<file path="src/sv/wsp_pkg.sv">
// ----------------------------------------------------------------------------
// wsp_pkg: shared types and constants of the wav stream parser
// Transaction payloads of the byte and result channels, chunk tags and
// status codes.
// ----------------------------------------------------------------------------
package wsp_pkg;

    // byte channel transaction
    typedef struct packed {
        logic [7:0] data_byte;
        logic       end_of_file;
    } byte_item_t;

    // result channel transaction
    typedef struct packed {
        logic [3:0]         status;
        logic signed [15:0] sample_value;
        logic               channel_index;
        logic [31:0]        sample_rate;
        logic [1:0]         num_channels;
        logic [4:0]         sample_bits;
    } result_item_t;

    // chunk tags, big-endian as they arrive
    localparam logic [31:0] TAG_RIFF = 32'h5249_4646;
    localparam logic [31:0] TAG_WAVE = 32'h5741_5645;
    localparam logic [31:0] TAG_FMT  = 32'h666D_7420;
    localparam logic [31:0] TAG_DATA = 32'h6461_7461;

    // format checks
    localparam logic [15:0] PCM_CODE   = 16'd1;
    localparam logic [15:0] BITS_NARROW = 16'd8;
    localparam logic [15:0] BITS_WIDE  = 16'd16;
    localparam logic [15:0] CH_MONO    = 16'd1;
    localparam logic [15:0] CH_STEREO  = 16'd2;
    localparam logic [31:0] FMT_BODY_LEN = 32'd16;

    // status codes
    localparam logic [3:0] ST_SAMPLE       = 4'd0;
    localparam logic [3:0] ST_HEADER_OK    = 4'd1;
    localparam logic [3:0] ST_BAD_RIFF     = 4'd2;
    localparam logic [3:0] ST_NO_FMT       = 4'd3;
    localparam logic [3:0] ST_NOT_PCM      = 4'd4;
    localparam logic [3:0] ST_NO_DATA      = 4'd5;
    localparam logic [3:0] ST_EMPTY_DATA   = 4'd6;
    localparam logic [3:0] ST_BAD_BITS     = 4'd7;
    localparam logic [3:0] ST_BAD_CHANNELS = 4'd8;

endpackage

</file>
<file path="src/sv/wsp_parse.sv">
// ----------------------------------------------------------------------------
// wsp_parse: byte-level parse state machine
// Holds the header parse state and turns one byte per step into at most
// one result; the result is combinational and registered by the caller.
// ----------------------------------------------------------------------------
module wsp_parse (
    input  logic                 clk,
    input  logic                 rst_n,
    input  logic                 step,
    input  wsp_pkg::byte_item_t  item,
    output logic                 res_valid,
    output wsp_pkg::result_item_t res
);

    typedef enum logic [2:0] {
        PH_RIFF,
        PH_HDR_FMT,
        PH_SKIP_FMT,
        PH_FMT_BODY,
        PH_HDR_DATA,
        PH_SKIP_DATA,
        PH_SAMPLES,
        PH_IDLE
    } phase_t;

    phase_t      phase_reg, phase_next;
    logic [3:0]  fbc_reg, fbc_next;
    logic [31:0] tag_reg, tag_next;
    logic [31:0] len_reg, len_next;
    logic [15:0] fmt_reg, fmt_next;
    logic [15:0] chans_reg, chans_next;
    logic [31:0] rate_reg, rate_next;
    logic [15:0] bits_reg, bits_next;
    logic [7:0]  low_reg, low_next;
    logic        toggle_reg, toggle_next;
    logic [31:0] left_reg, left_next;

    logic [7:0]  b;
    logic [31:0] hdr_tag;
    logic [31:0] hdr_len;
    logic        hdr_done;
    logic [31:0] skip_len;
    logic [3:0]  skip_fbc;
    logic        skip_done;
    logic [31:0] left_dec;
    logic [31:0] data_len;

    assign b = item.data_byte;

    // chunk header: four tag bytes then a little-endian length
    always_comb
    begin
        hdr_tag = tag_reg;
        hdr_len = (fbc_reg == 4'd0) ? 32'd0 : len_reg;
        if (fbc_reg < 4'd4)
        begin
            hdr_tag = {tag_reg[23:0], b};
        end
        else
        begin
            case (fbc_reg[1:0])
                2'd0:    hdr_len[7:0]   = b;
                2'd1:    hdr_len[15:8]  = b;
                2'd2:    hdr_len[23:16] = b;
                2'd3:    hdr_len[31:24] = b;
                default: hdr_len = len_reg;
            endcase
        end
        hdr_done = (fbc_reg >= 4'd7);
    end

    // skip countdown, then the pad byte if any
    always_comb
    begin
        skip_len  = (len_reg != 32'd0) ? len_reg - 32'd1 : len_reg;
        skip_fbc  = (len_reg != 32'd0) ? fbc_reg : 4'd0;
        skip_done = (skip_len == 32'd0) && (skip_fbc == 4'd0);
        left_dec  = (left_reg != 32'd0) ? left_reg - 32'd1 : left_reg;
        data_len  = (bits_reg == wsp_pkg::BITS_WIDE) ? {hdr_len[31:1], 1'b0} : hdr_len;
    end

    // next state and result for one byte
    always_comb
    begin
        phase_next  = phase_reg;
        fbc_next    = fbc_reg;
        tag_next    = tag_reg;
        len_next    = len_reg;
        fmt_next    = fmt_reg;
        chans_next  = chans_reg;
        rate_next   = rate_reg;
        bits_next   = bits_reg;
        low_next    = low_reg;
        toggle_next = toggle_reg;
        left_next   = left_reg;
        res_valid   = 1'b0;
        res         = '0;

        case (phase_reg)
            PH_RIFF:
            begin
                tag_next = {tag_reg[23:0], b};
                fbc_next = fbc_reg + 4'd1;
                if ((fbc_reg == 4'd3 && tag_next != wsp_pkg::TAG_RIFF) ||
                    (fbc_reg == 4'd11 && tag_next != wsp_pkg::TAG_WAVE))
                begin
                    res_valid  = 1'b1;
                    res.status = wsp_pkg::ST_BAD_RIFF;
                    phase_next = PH_IDLE;
                end
                else if (fbc_reg >= 4'd11)
                begin
                    phase_next = PH_HDR_FMT;
                    fbc_next   = 4'd0;
                end
            end

            PH_HDR_FMT:
            begin
                tag_next = hdr_tag;
                len_next = hdr_len;
                fbc_next = fbc_reg + 4'd1;
                if (hdr_done)
                begin
                    fbc_next = 4'd0;
                    if (hdr_tag == wsp_pkg::TAG_FMT)
                    begin
                        phase_next = PH_FMT_BODY;
                    end
                    else if (hdr_len != 32'd0)
                    begin
                        phase_next = PH_SKIP_FMT;
                        fbc_next   = {3'd0, hdr_len[0]};
                    end
                end
            end

            PH_SKIP_FMT:
            begin
                len_next = skip_len;
                fbc_next = skip_fbc;
                if (skip_done)
                begin
                    phase_next = PH_HDR_FMT;
                end
            end

            PH_FMT_BODY:
            begin
                case (fbc_reg)
                    4'd0:    fmt_next   = {8'd0, b};
                    4'd1:    fmt_next   = {b, fmt_reg[7:0]};
                    4'd2:    chans_next = {8'd0, b};
                    4'd3:    chans_next = {b, chans_reg[7:0]};
                    4'd4:    rate_next  = {24'd0, b};
                    4'd5:    rate_next  = {rate_reg[31:16], b, rate_reg[7:0]};
                    4'd6:    rate_next  = {rate_reg[31:24], b, rate_reg[15:0]};
                    4'd7:    rate_next  = {b, rate_reg[23:0]};
                    4'd14:   bits_next  = {8'd0, b};
                    4'd15:   bits_next  = {b, bits_reg[7:0]};
                    default: fmt_next   = fmt_reg;
                endcase
                fbc_next = fbc_reg + 4'd1;
                if (fbc_reg == 4'd15)
                begin
                    fbc_next = 4'd0;
                    if (fmt_next != wsp_pkg::PCM_CODE)
                    begin
                        res_valid  = 1'b1;
                        res.status = wsp_pkg::ST_NOT_PCM;
                        phase_next = PH_IDLE;
                    end
                    else if (len_reg > wsp_pkg::FMT_BODY_LEN)
                    begin
                        // extra fmt bytes, plus pad when the length is odd
                        phase_next = PH_SKIP_DATA;
                        len_next   = len_reg - wsp_pkg::FMT_BODY_LEN;
                        fbc_next   = {3'd0, len_reg[0]};
                    end
                    else
                    begin
                        phase_next = PH_HDR_DATA;
                    end
                end
            end

            PH_HDR_DATA:
            begin
                tag_next = hdr_tag;
                len_next = hdr_len;
                fbc_next = fbc_reg + 4'd1;
                if (hdr_done)
                begin
                    fbc_next = 4'd0;
                    if (hdr_tag != wsp_pkg::TAG_DATA)
                    begin
                        if (hdr_len != 32'd0)
                        begin
                            phase_next = PH_SKIP_DATA;
                            fbc_next   = {3'd0, hdr_len[0]};
                        end
                    end
                    else if (hdr_len == 32'd0)
                    begin
                        res_valid  = 1'b1;
                        res.status = wsp_pkg::ST_EMPTY_DATA;
                        phase_next = PH_IDLE;
                    end
                    else if (bits_reg != wsp_pkg::BITS_NARROW &&
                             bits_reg != wsp_pkg::BITS_WIDE)
                    begin
                        res_valid  = 1'b1;
                        res.status = wsp_pkg::ST_BAD_BITS;
                        phase_next = PH_IDLE;
                    end
                    else if (chans_reg != wsp_pkg::CH_MONO &&
                             chans_reg != wsp_pkg::CH_STEREO)
                    begin
                        res_valid  = 1'b1;
                        res.status = wsp_pkg::ST_BAD_CHANNELS;
                        phase_next = PH_IDLE;
                    end
                    else
                    begin
                        left_next        = data_len;
                        toggle_next      = 1'b0;
                        phase_next       = (data_len != 32'd0) ? PH_SAMPLES : PH_IDLE;
                        res_valid        = 1'b1;
                        res.status       = wsp_pkg::ST_HEADER_OK;
                        res.sample_rate  = rate_reg;
                        res.num_channels = chans_reg[1:0];
                        res.sample_bits  = bits_reg[4:0];
                    end
                end
            end

            PH_SKIP_DATA:
            begin
                len_next = skip_len;
                fbc_next = skip_fbc;
                if (skip_done)
                begin
                    phase_next = PH_HDR_DATA;
                end
            end

            PH_SAMPLES:
            begin
                if (bits_reg == wsp_pkg::BITS_NARROW)
                begin
                    // unsigned byte recentered to signed, scaled to Q1.15
                    res_valid        = 1'b1;
                    res.sample_value = {b ^ 8'h80, 8'h00};
                end
                else if (fbc_reg == 4'd0)
                begin
                    low_next = b;
                    fbc_next = 4'd1;
                end
                else
                begin
                    res_valid        = 1'b1;
                    res.sample_value = {b, low_reg};
                    fbc_next         = 4'd0;
                end
                if (res_valid)
                begin
                    res.status        = wsp_pkg::ST_SAMPLE;
                    res.channel_index = toggle_reg;
                    if (chans_reg == wsp_pkg::CH_STEREO)
                    begin
                        toggle_next = ~toggle_reg;
                    end
                end
                left_next = left_dec;
                if (left_dec == 32'd0)
                begin
                    phase_next = PH_IDLE;
                end
            end

            default:
            begin
                phase_next = PH_IDLE;
            end
        endcase

        // end of file: report a truncated header, then restart
        if (item.end_of_file)
        begin
            if (!res_valid)
            begin
                case (phase_next)
                    PH_RIFF:
                    begin
                        res_valid  = 1'b1;
                        res.status = wsp_pkg::ST_BAD_RIFF;
                    end
                    PH_HDR_FMT, PH_SKIP_FMT, PH_FMT_BODY:
                    begin
                        res_valid  = 1'b1;
                        res.status = wsp_pkg::ST_NO_FMT;
                    end
                    PH_HDR_DATA, PH_SKIP_DATA:
                    begin
                        res_valid  = 1'b1;
                        res.status = wsp_pkg::ST_NO_DATA;
                    end
                    default:
                    begin
                        res_valid = 1'b0;
                    end
                endcase
            end
            phase_next  = PH_RIFF;
            fbc_next    = 4'd0;
            tag_next    = 32'd0;
            len_next    = 32'd0;
            fmt_next    = 16'd0;
            chans_next  = 16'd0;
            rate_next   = 32'd0;
            bits_next   = 16'd0;
            low_next    = 8'd0;
            toggle_next = 1'b0;
            left_next   = 32'd0;
        end
    end

    // parse state, updated once per transaction
    always_ff @(posedge clk or negedge rst_n)
    begin
        if (!rst_n)
        begin
            phase_reg  <= PH_RIFF;
            fbc_reg    <= 4'd0;
            tag_reg    <= 32'd0;
            len_reg    <= 32'd0;
            fmt_reg    <= 16'd0;
            chans_reg  <= 16'd0;
            rate_reg   <= 32'd0;
            bits_reg   <= 16'd0;
            low_reg    <= 8'd0;
            toggle_reg <= 1'b0;
            left_reg   <= 32'd0;
        end
        else if (step)
        begin
            phase_reg  <= phase_next;
            fbc_reg    <= fbc_next;
            tag_reg    <= tag_next;
            len_reg    <= len_next;
            fmt_reg    <= fmt_next;
            chans_reg  <= chans_next;
            rate_reg   <= rate_next;
            bits_reg   <= bits_next;
            low_reg    <= low_next;
            toggle_reg <= toggle_next;
            left_reg   <= left_next;
        end
    end

endmodule

</file>
<file path="src/sv/wav_stream_parser_unit.sv">
// ----------------------------------------------------------------------------
// wav_stream_parser_unit: streaming RIFF/WAVE PCM parser
// Input register, parse state machine and result register.
// ----------------------------------------------------------------------------
// Usage
//   byte channel: one byte of the wav file per transaction, end_of_file set
//   on the last byte. The parser checks RIFF/WAVE, reads fmt, finds data and
//   then reports one status transaction for the header (or an error code)
//   followed by one transaction per PCM sample, as Q1.15 with its channel.
//   result channel: zero or one transaction per input byte, in byte order.
//   Path: a byte taken is held in the input register, moves through the
//   combinational parse logic into the result register once that register
//   is free or being taken, and its result is shown from there until the
//   receiver takes it.
//   Throughput: one byte per clock while the receiver does not stall, with
//   the parse step combinational between the input and result registers.
//   Stall: while the result register holds an untaken transaction and the
//   receiver stalls, a held byte waits in the input register and byte_stall
//   is raised; an empty input register still takes one byte first.
//   Reset: the parser expects a RIFF header, both registers are empty.
//   After end_of_file the parser restarts for the next file.
// ----------------------------------------------------------------------------
module wav_stream_parser_unit (
    input  logic                  clk,
    input  logic                  rst_n,
    input  logic                  byte_valid,
    output logic                  byte_stall,
    input  wsp_pkg::byte_item_t   byte_item,
    output logic                  result_valid,
    input  logic                  result_stall,
    output wsp_pkg::result_item_t result_item
);

    logic                  in_valid_reg;
    wsp_pkg::byte_item_t   in_item_reg;
    logic                  out_valid_reg;
    wsp_pkg::result_item_t out_item_reg;

    logic                  advance;
    logic                  step_valid;
    wsp_pkg::result_item_t step_res;

    // held byte moves on when the result register is free or being taken
    assign advance    = in_valid_reg && (!out_valid_reg || !result_stall);
    assign byte_stall = in_valid_reg && !advance;

    wsp_parse u_parse (
        .clk       (clk),
        .rst_n     (rst_n),
        .step      (advance),
        .item      (in_item_reg),
        .res_valid (step_valid),
        .res       (step_res)
    );

    // input register
    always_ff @(posedge clk or negedge rst_n)
    begin
        if (!rst_n)
        begin
            in_valid_reg <= 1'b0;
        end
        else if (!byte_stall)
        begin
            in_valid_reg <= byte_valid;
        end
    end

    always_ff @(posedge clk)
    begin
        if (byte_valid && !byte_stall)
        begin
            in_item_reg <= byte_item;
        end
    end

    // result register
    always_ff @(posedge clk or negedge rst_n)
    begin
        if (!rst_n)
        begin
            out_valid_reg <= 1'b0;
        end
        else if (advance)
        begin
            out_valid_reg <= step_valid;
        end
        else if (!result_stall)
        begin
            out_valid_reg <= 1'b0;
        end
    end

    always_ff @(posedge clk)
    begin
        if (advance && step_valid)
        begin
            out_item_reg <= step_res;
        end
    end

    assign result_valid = out_valid_reg;
    assign result_item  = out_item_reg;

endmodule

</file>
<file path="config.mk">
export PLATFORM = sky130hd
export DESIGN_NAME = wav_stream_parser_unit
export DESIGN_NICKNAME = d
export VERILOG_FILES = /design/src/sv/wsp_pkg.sv /design/src/sv/wsp_parse.sv /design/src/sv/wav_stream_parser_unit.sv
export SDC_FILE = /design/constraint.sdc
export NUM_CORES = 1
export LEC_CHECK = 0
export BUFFER_PORTS_ARGS = -buffer_cell sky130_fd_sc_hd__buf_2
export CORE_ASPECT_RATIO = 1.5
export CORE_MARGIN = 10
export CORE_UTILIZATION = 38
export CTS_BUF_LIST = sky130_fd_sc_hd__clkbuf_2
export CTS_CLUSTER_DIAMETER = 30
export CTS_CLUSTER_SIZE = 8
export DETAILED_ROUTE_END_ITERATION = 10
export PLACE_DENSITY = 0.65
export SLEW_MARGIN = 20
export SYNTH_ARGS = -nofsm -noshare
export SYNTH_HDL_FRONTEND = slang
export SYNTH_SLANG_ARGS = --single-unit
</file>
<file path="constraint.sdc">
create_clock -name clk -period 5.25 [get_ports clk]
set_input_delay 0.525 -clock clk [delete_from_list [all_inputs] [get_ports clk]]
set_output_delay 0.525 -clock clk [all_outputs]
set_load 0.02 [all_outputs]
</file>
==> results of run 1 <==
==> layout make-up <==
cell class / instances / area share, %
Multi-Input combinational cell: 1258 / 45.7
Timing Repair Buffer: 152 / 6.10
Sequential cell: 263 / 40.3
Clock inverter: 22 / 1.71
Antenna cell: 1 / 0.0146
Clock buffer: 68 / 1.98
Inverter: 24 / 0.524
Tap cell: 506 / 3.69
==> metal layers <==
metal  part of all wire, %  global-route usage [%]  wire, µm  vias up
li1                      -                       -         -     6442
met1                    37                    24.9     20700     6935
met2                    48                    37.8     26900      705
met3                   6.2                    3.16      3490      250
met4                   8.4                    17.4      4710        0
met5                     0                       0         0        -
==> power by group <==
| part | switching (mW) | internal, mW |
|---|---|---|
| registers | 0.598 | 2.42 |
| logic | 2.98 | 1.62 |
| clock network | 0.852 | 0.708 |
==> worst max-delay path, delay by kind of cell (launching register included) <==
kind / cells / cell delay [ps]
AO/OA/AOI/OAI: 5 / 1610
flip-flops: 1 / 490
multiplexers: 1 / 410
adder cells (fa/ha/maj): 1 / 670
AND/OR/NAND/NOR: 3 / 910
buffers and inverters: 2 / 360
==> synth_stat cells, types with 11 or more instances <==
master and number:
sky130_fd_sc_hd__or4b_2 11, sky130_fd_sc_hd__mux2_2 30, sky130_fd_sc_hd__nand2b_1 22, sky130_fd_sc_hd__xor2_1 11, sky130_fd_sc_hd__o31ai_1 26, sky130_fd_sc_hd__a22oi_1 25, sky130_fd_sc_hd__a22o_1 73, sky130_fd_sc_hd__dfrtp_1 194
sky130_fd_sc_hd__a31oi_1 15, sky130_fd_sc_hd__or3_1 18, sky130_fd_sc_hd__and2_1 57, sky130_fd_sc_hd__o22ai_1 24, sky130_fd_sc_hd__or4_1 14, sky130_fd_sc_hd__edfxtp_1 69, sky130_fd_sc_hd__a32oi_1 14, sky130_fd_sc_hd__nor2_1 165
sky130_fd_sc_hd__o21ai_0 146, sky130_fd_sc_hd__nor4_1 39, sky130_fd_sc_hd__nor3_1 61, sky130_fd_sc_hd__ha_1 11, sky130_fd_sc_hd__inv_1 24, sky130_fd_sc_hd__xnor2_1 19, sky130_fd_sc_hd__mux2i_1 12, sky130_fd_sc_hd__buf_2 28
sky130_fd_sc_hd__nor4b_1 11, sky130_fd_sc_hd__nand2_1 155, sky130_fd_sc_hd__a21oi_1 61, sky130_fd_sc_hd__nand4_1 18, sky130_fd_sc_hd__nand3_1 28, sky130_fd_sc_hd__clkbuf_1 101
==> cells by family after synthesis <==
group,Yosys count
compound gates,500
xor+xnor,30
fa+ha+maj,11
buf+inv,163
flops,263
mux,42
other cells,1
simple gates,672
==> worst paths after layout <==
path                                        end  slack, ps
setup / recovery                result_item[39]        450
hold / removal             u_parse.rate_reg[16]        150
setup reg to reg                result_item[39]        450
hold reg to reg              u_parse.low_reg[3]        490
max in group asynchronous   u_parse.len_reg[25]       3920
min in group clk                 in_item_reg[6]        280
==> cell usage in the layout (no fill, tap or decap), types with 22 or more instances in the layout <==
| cell type | count |
|---|---|
| sky130_fd_sc_hd__nand3_1 | 28 |
| sky130_fd_sc_hd__o31ai_1 | 25 |
| sky130_fd_sc_hd__dfrtp_1 | 194 |
| sky130_fd_sc_hd__buf_4 | 61 |
| sky130_fd_sc_hd__o22ai_1 | 24 |
| sky130_fd_sc_hd__nor4_1 | 39 |
| sky130_fd_sc_hd__edfxtp_1 | 69 |
| sky130_fd_sc_hd__inv_1 | 24 |
| sky130_fd_sc_hd__a22o_1 | 73 |
| sky130_fd_sc_hd__o21ai_0 | 146 |
| sky130_fd_sc_hd__nand2_1 | 155 |
| sky130_fd_sc_hd__and2_1 | 57 |
| sky130_fd_sc_hd__buf_2 | 73 |
| sky130_fd_sc_hd__nand2b_1 | 22 |
| sky130_fd_sc_hd__clkbuf_2 | 68 |
| sky130_fd_sc_hd__a21oi_1 | 61 |
| sky130_fd_sc_hd__nor3_1 | 60 |
| sky130_fd_sc_hd__a22oi_1 | 25 |
| sky130_fd_sc_hd__nor2_1 | 163 |
| sky130_fd_sc_hd__mux2_2 | 30 |
==> stage by stage <==
stage	worst slack (ps)	util, %
6_report	447	42.7
5_1_grt	215	42.7
4_1_cts	561	42.7
3_5_place_dp	645	40.8
3_3_place_gp	755	40.8
2_1_floorplan	459	-
==> reports/summary.txt, run 1 <==
====================================================================================================
Run status ............................................................................ finished clean
Layout-stage area growth over the synthesis result ....................................        11.5%
FFs w/ async S/R, synth ...............................................................        73.8%
Synthesis warning total ...............................................................            0
Area fraction in and, or, nand and nor cells after synthesis ..........................        22.9%
Filler Cell Count .....................................................................         3970
RSZ-0062 raised after global routing ..................................................        false
Wire length of the first global-routing pass ..........................................     86000 µm
Arrival time at the worst endpoint ....................................................      5420 ps
Post-Route Skew .......................................................................       103 ps
Mean cell area of the mapped netlist ..................................................     9.16 µm²
CTS buffer count ......................................................................           50
Weighted congestion reported at the end of routability-driven placement ...............         1.04
Number of placed instances with taps included .........................................         2190
Number of flip-flops under the largest register name ..................................           60
Global-route congestion overflow total ................................................            0
CTS H-tree lvls .......................................................................            2
CTS tree ..............................................................................          yes
Number of DRC violations after detailed-routing iteration 0 ...........................         1480
Distinct cell type count after synthesis ..............................................           92
Sum of negative setup slack ...........................................................         0 ps
Area fraction in compound gates after synthesis .......................................        22.1%
P_leak ................................................................................      7.06 nW
Resized cells post-CTS ................................................................            0
Nets@finish ...........................................................................         1773
Min-delay worst type .................................................................. input port to async pin
Fraction of the mapped netlist area in adder cells ....................................       0.894%
Drt total wl ..........................................................................     55800 µm
DRT antenna net count .................................................................            0
Number of enable flip-flop cells after synthesis ......................................           69
Crit start category ...................................................................    flip-flop
Number of global-route vias before repair .............................................        14300
Sequential cell area ..................................................................     6930 µm²
Largest stage delay, worst path .......................................................       670 ps
Placed Instance Area ..................................................................    16400 µm²
Chip Width ............................................................................       184 µm
Count of max-cap constraint violations ................................................            0
Worst-case hold slack .................................................................       145 ps
Most area-hungry cell type in the Yosys netlist ....................................... sky130_fd_sc_hd__dfrtp_1
Top cell type's share of synthesized area .............................................        31.5%
Starting utilization of the core area .................................................        38.3%
Routed via count ......................................................................        14300
Critical path peak fanout .............................................................           21
Number of cells in the finished layout apart from fillers .............................         2294
Avg Vias per Cell .....................................................................         6.25
Number of cells produced by synthesis .................................................         1682
FP Rows ...............................................................................           90
Worst reg2reg path depth ..............................................................           12
Dominant combinational cell family by area after synthesis ............................ simple AND/OR/NAND/NOR gates
Transition at the pin with the smallest max-transition slack ..........................      1090 ps
Die Height ............................................................................       267 µm
Root buffer selected by CTS ........................................................... sky130_fd_sc_hd__clkbuf_2
Startpoint of the lowest-slack register-to-register path .............................. u_parse.fbc_reg[0]
Clock latency on the worst-skew pair ..................................................       970 ps
Number of antenna violations at the first check in global routing .....................            1
I/O pin cnt ...........................................................................           75
IR Drop Worst-Case VDD ................................................................       193 µV
Number of hold violations in the final report .........................................            0
Pwr dens ..............................................................................   534 nW/µm²
Fin area ..............................................................................    17200 µm²
Register bit count reported by yosys ..................................................          263
Cts-stage hold buffer count ...........................................................           13
Seq/Total Area, Yosys .................................................................        45.0%
Final period util .....................................................................        91.5%
Type of the worst setup path .......................................................... flip-flop to flip-flop
Pin count of the biggest net entering global routing ..................................          131
Total chip power ......................................................................      9.17 mW
Max-Slew Margin vs Limit ..............................................................        26.8%
Top post-synthesis cells by area ...................................................... sky130_fd_sc_hd__dfrtp_1, sky130_fd_sc_hd__edfxtp_1, sky130_fd_sc_hd__o21ai_0
Most used flip-flop cell after synthesis .............................................. sky130_fd_sc_hd__dfrtp_1
Number of remaining DRC errors ........................................................            0
Post-Synth XOR/XNOR Area ..............................................................        1.71%
Wire length per cell after detailed routing ...........................................      24.3 µm
Launch point of the critical path ..................................................... u_parse.fbc_reg[0]
Number of detailed-routing iterations run before antenna repair .......................            6
Total routing usage reported by global routing ........................................        22.4%
Multiplexer area fraction after synthesis .............................................        2.97%
Clock-pin slew reported for the worst setup and hold paths after clock tree synthesis .       160 ps
Cell Area, Synth ......................................................................    15400 µm²
Endpoints failing setup ...............................................................            0
Layout cell share with drive strength beyond 1 ........................................        16.7%
IO Port Bufs ..........................................................................           74
Worst-path cell chain ................................................................. inv_1 > ha_1 > mux2_2 > a21oi_1 > o2111ai_1 > nor2_1 > and4bb_1 > a211oi_1 > o31ai_1 > a21boi_0 > nor2_4 > buf_12
Maximum buffer depth of the clock tree ................................................            3
CP endpoint kind ......................................................................    flip-flop
Post-detailed-placement half-perimeter wirelength .....................................     40400 µm
Worst path required time ..............................................................      5870 ps
Num Clock Sinks .......................................................................          263
Multi-input combinational cell area ...................................................     7850 µm²
Total Die Area ........................................................................    49200 µm²
Number of slew-limit violations in the final report ...................................            0
Post-CTS Setup Bufs ...................................................................            0
Placeable core region .................................................................    40200 µm²
Worst-path cell with the longest stage delay .......................................... sky130_fd_sc_hd__ha_1
Fin crit period .......................................................................      4800 ps
Max Clock Freq ........................................................................      208 MHz
====================================================================================================
Note: power is estimated with default switching activity, not from simulation.
==> run 2: changes to the inputs <==
- SYNTH_HIERARCHICAL: not set -> 1
- TNS_END_PERCENT: not set -> 10
==> run 2 against run 1 <==
Net effect:
- clock power fell by 5%
- worst setup slack got worse by 41 ps
- critical path depth rose by 4
- final cell count down 2.1%
- sequential power down 11%
- largest power group unchanged
- highest routed layer unchanged
==> reports/summary.txt, run 2 <==
====================================================================================================
Run status ............................................................................ finished clean
Max-Slew Margin vs Limit ..............................................................        27.2%   +0.43 points
Transition at the pin with the smallest max-transition slack ..........................      1090 ps   +0.958 ps
Maximum buffer depth of the clock tree ................................................            3   unchanged
GR met1 Demand/Resource ...............................................................        25.6%   +0.70 points
Cts-stage hold buffer count ...........................................................           13   unchanged
Post-detailed-placement half-perimeter wirelength .....................................     39300 µm   -2.6%
Number of cells produced by synthesis .................................................         1633   -2.9%
CTS tree ..............................................................................          yes
Pre-CTS setup slack ...................................................................       596 ps   -48.9 ps
Most repeated cell in the gate-level netlist after synthesis .......................... sky130_fd_sc_hd__dfrtp_1
Most area-hungry cell type in the Yosys netlist ....................................... sky130_fd_sc_hd__dfrtp_1
CP endpoint kind ......................................................................    flip-flop
Worst path required time ..............................................................      5850 ps   -20 ps
DRT antenna net count .................................................................            0   unchanged
Placeable core region .................................................................    38600 µm²   -3.9%
Seq/Total Area, Yosys .................................................................        46.4%   +1.4 points
Clock latency on the worst-skew pair ..................................................       960 ps   about the same
Number of flip-flops under the largest register name ..................................           60   unchanged
Global-route congestion overflow total ................................................            0   unchanged
Number of cells in the finished layout apart from fillers .............................         2245   -2.1%
Share of total power in sequential cells ..............................................        31.2%   -1.7 points
Clock-pin slew reported for the worst setup and hold paths after clock tree synthesis .       140 ps   -20 ps
I/O pin cnt ...........................................................................           75   unchanged
Arrival time at the worst endpoint ....................................................      5440 ps   +20 ps
Nets@finish ...........................................................................         1732   -2.3%
Sw Ratio ..............................................................................        47.7%   -0.58 points
Post-route setup slack ................................................................       407 ps   -40.5 ps
Wire length per cell after detailed routing ...........................................      24.2 µm   -0.42%
Switching power of the nets ...........................................................      4.13 mW   -6.7%
Cell Area, Synth ......................................................................    14900 µm²   -3.0%
Layout-stage area growth over the synthesis result ....................................        11.9%
RSZ-0062 raised after global routing ..................................................        false
Distinct cell type count after synthesis ..............................................           84   -8.7%
Mean cell area of the mapped netlist ..................................................     9.15 µm²   about the same
P_leak ................................................................................      7.01 nW   -0.70%
Number of detailed-routing iterations run before antenna repair .......................            6   unchanged
Count of max-cap constraint violations ................................................            0   unchanged
Most used flip-flop cell after synthesis .............................................. sky130_fd_sc_hd__dfrtp_1
Register bit count reported by yosys ..................................................          263   unchanged
Commonest cells after routing, fill and taps aside .................................... sky130_fd_sc_hd__dfrtp_1, sky130_fd_sc_hd__nor2_1, sky130_fd_sc_hd__nand2_1
Max Clock Freq ........................................................................      206 MHz   -0.84%
Crit start category ...................................................................    flip-flop
Die Height ............................................................................       263 µm   -1.4%
Synthesis warning total ...............................................................            6   +6
Wire length of the first global-routing pass ..........................................     84300 µm   -1.9%
Total chip power ......................................................................      8.66 mW   -5.6%
Sum of negative setup slack ...........................................................         0 ps   unchanged
Met3 layer usage reported by global route .............................................        3.59%   +0.44 points
Top cells by instance count after synthesis ........................................... sky130_fd_sc_hd__dfrtp_1, sky130_fd_sc_hd__nor2_1, sky130_fd_sc_hd__nand2_1, sky130_fd_sc_hd__o21ai_0, sky130_fd_sc_hd__clkbuf_1
Number of remaining DRC errors ........................................................            0   unchanged
Critical path peak fanout .............................................................           35   +67%
Weighted congestion reported at the end of routability-driven placement ...............        0.997   -4.6%
Number of DRC violations after detailed-routing iteration 0 ...........................         1671   +13%
Final period util .....................................................................        92.3%   +0.77 points
Power share of the combinational group ................................................        51.7%   +1.6 points
Internal power ........................................................................      4.53 mW   -4.5%
Top cell type's share of synthesized area .............................................        32.5%   +0.97 points
Grt met2 use ..........................................................................        37.1%   -0.70 points
Post-Route Skew .......................................................................      92.6 ps   -10.5 ps
Filler Cell Count .....................................................................         3787   -4.6%
Number of antenna violations at the first check in global routing .....................            1   unchanged
CTS buffer count ......................................................................           50   unchanged
Global routing's busiest layer ........................................................         met2
Root buffer selected by CTS ........................................................... sky130_fd_sc_hd__clkbuf_2
Type of the worst setup path .......................................................... flip-flop to flip-flop
Routed via count ......................................................................        14100   -1.8%
Min-delay worst type .................................................................. input port to async pin
Starting utilization of the core area .................................................        38.7%   +0.35 points
Chip Width ............................................................................       182 µm   -1.3%
Number of placed instances with taps included .........................................         2140   -2.3%
Resized cells post-CTS ................................................................            0   unchanged
FP Rows ...............................................................................           88   -2.2%
Pin count of the biggest net entering global routing ..................................          111   -15%
Layout cell share with drive strength beyond 1 ........................................        16.4%   -0.32 points
FFs w/ async S/R, synth ...............................................................        73.8%   unchanged
Avg Vias per Cell .....................................................................         6.27   +0.37%
Post-CTS Setup Bufs ...................................................................            0   unchanged
Pwr dens ..............................................................................   517 nW/µm²   -3.1%
Drt total wl ..........................................................................     54400 µm   -2.5%
Number of global-route vias before repair .............................................        14000   -1.9%
Clock group share of total power ......................................................        17.1%   about the same
Num Clock Sinks .......................................................................          263   unchanged
CTS H-tree lvls .......................................................................            2   unchanged
Total Die Area ........................................................................    47800 µm²   -2.7%
Commonest non-fill, non-tap cell in the layout ........................................ sky130_fd_sc_hd__dfrtp_1
Number of enable flip-flop cells after synthesis ......................................           69   unchanged
Number of hold violations in the final report .........................................            0   unchanged
Number of slew-limit violations in the final report ...................................            0   unchanged
IO Port Bufs ..........................................................................           74   unchanged
Fin crit period .......................................................................      4840 ps   +40.5 ps
Endpoints failing setup ...............................................................            0   unchanged
Total routing usage reported by global routing ........................................        22.1%   -0.32 points
IR Drop Worst-Case VDD ................................................................       172 µV   -11%
Top post-synthesis cells by area ...................................................... sky130_fd_sc_hd__dfrtp_1, sky130_fd_sc_hd__edfxtp_1, sky130_fd_sc_hd__a22o_1
====================================================================================================
==> run 2: cell count changes in the layout (fill, tap and decap cells not counted), moves of 8 or more <==
| cell | before | now |
|---|---|---|
| sky130_fd_sc_hd__a22o_1 | 73 | 83 |
| sky130_fd_sc_hd__o221ai_1 | 9 | 1 |
| sky130_fd_sc_hd__a32oi_1 | 14 | 6 |
| sky130_fd_sc_hd__mux2i_1 | 12 | 2 |
| sky130_fd_sc_hd__a22oi_1 | 25 | 17 |
| sky130_fd_sc_hd__nand2b_1 | 22 | 8 |
| sky130_fd_sc_hd__or4b_2 | 11 | 3 |
| sky130_fd_sc_hd__o41ai_1 | 3 | 18 |
| sky130_fd_sc_hd__nor3_1 | 60 | 46 |
==> run 2: metrics by stage <==
step	hold slack (ps)	area (µm²)	utilization [%]
after global placement	452	16000	41.3
final	143	16700	43.3
after floorplan	229	15000	-
after global routing	207	16700	43.3
after detailed placement	460	16000	41.3
after CTS	132	16700	43.2
==> run 2: kinds of logic (layout without fill, tap and decap cells) <==
kind of cell    after synthesis  after routing  share of synthesized area [%]
xor+xnor                     36             36                           2.11
flops                       263            263                           46.4
other cells                   1              4                         0.0251
fa+ha+maj                     8              8                          0.670
mux                          25             25                           1.87
buf+inv                     163            277                           4.39
compound gates              513            513                           23.4
simple gates                624            624                           21.1
==> run 2: worst max-delay path: stages, from the launching register on <==
cell and delay (ps):
sky130_fd_sc_hd__dfrtp_1 430, sky130_fd_sc_hd__inv_1 150, sky130_fd_sc_hd__ha_1 300, sky130_fd_sc_hd__or3b_2 530, sky130_fd_sc_hd__or4_1 540, sky130_fd_sc_hd__buf_4 200
sky130_fd_sc_hd__o21ai_4 260, sky130_fd_sc_hd__o21ai_0 140, sky130_fd_sc_hd__o41a_1 130, sky130_fd_sc_hd__nor4_1 350, sky130_fd_sc_hd__nand4_1 300, sky130_fd_sc_hd__a211oi_2 350
sky130_fd_sc_hd__o21ai_0 120, sky130_fd_sc_hd__nand2_1 110, sky130_fd_sc_hd__nand2_1 100, sky130_fd_sc_hd__a21oi_4 200, sky130_fd_sc_hd__buf_12 240
==> run 2: final timing paths <==
path / startpoint / to / slack [ps] / depth (start not counted)
min in group clk: byte_item[0] / in_item_reg[0] / 320 / 2
worst max-delay path: u_parse/len_reg[5] / result_item[54] / 410 / 16
max in group asynchronous: rst_n / u_parse/left_reg[27] / 3990 / 3
worst min-delay path: rst_n / u_parse/len_reg[18] / 140 / 2
worst min register to register: u_parse/rate_reg[2] / u_parse/rate_reg[2] / 490 / 2
worst max register to register: u_parse/len_reg[5] / result_item[54] / 410 / 16
==> run 2: routing by layer <==
layer / vias up / routed length [µm]
met2: 752 / 26800
met1: 6853 / 20200
met4: 0 / 3290
li1: 6275 / -
met5: - / 0
met3: 198 / 4120
==> run 2: area by class of cell <==
cell class | instances | area, µm² | area share, %
antenna | 1 | 2.50 | 0.0150
tap | 495 | 619 | 3.70
multi-input combinational | 1209 | 7400 | 44.2
clock inverter | 24 | 273 | 1.63
clock buffer | 66 | 330 | 1.97
sequential | 263 | 6930 | 41.4
inverter | 31 | 116 | 0.696
timing repair buffer | 156 | 1060 | 6.35
==> run 2: power by group through the flow <==
stage	clock network, mW	registers, mW	logic (mW)
CTS	1.53	2.69	4.37
finish	1.48	2.70	4.48
floorplan	0	2.58	2.97
global placement	0	2.72	4.35
detailed placement	0	2.73	4.34
global route	1.61	2.73	4.82
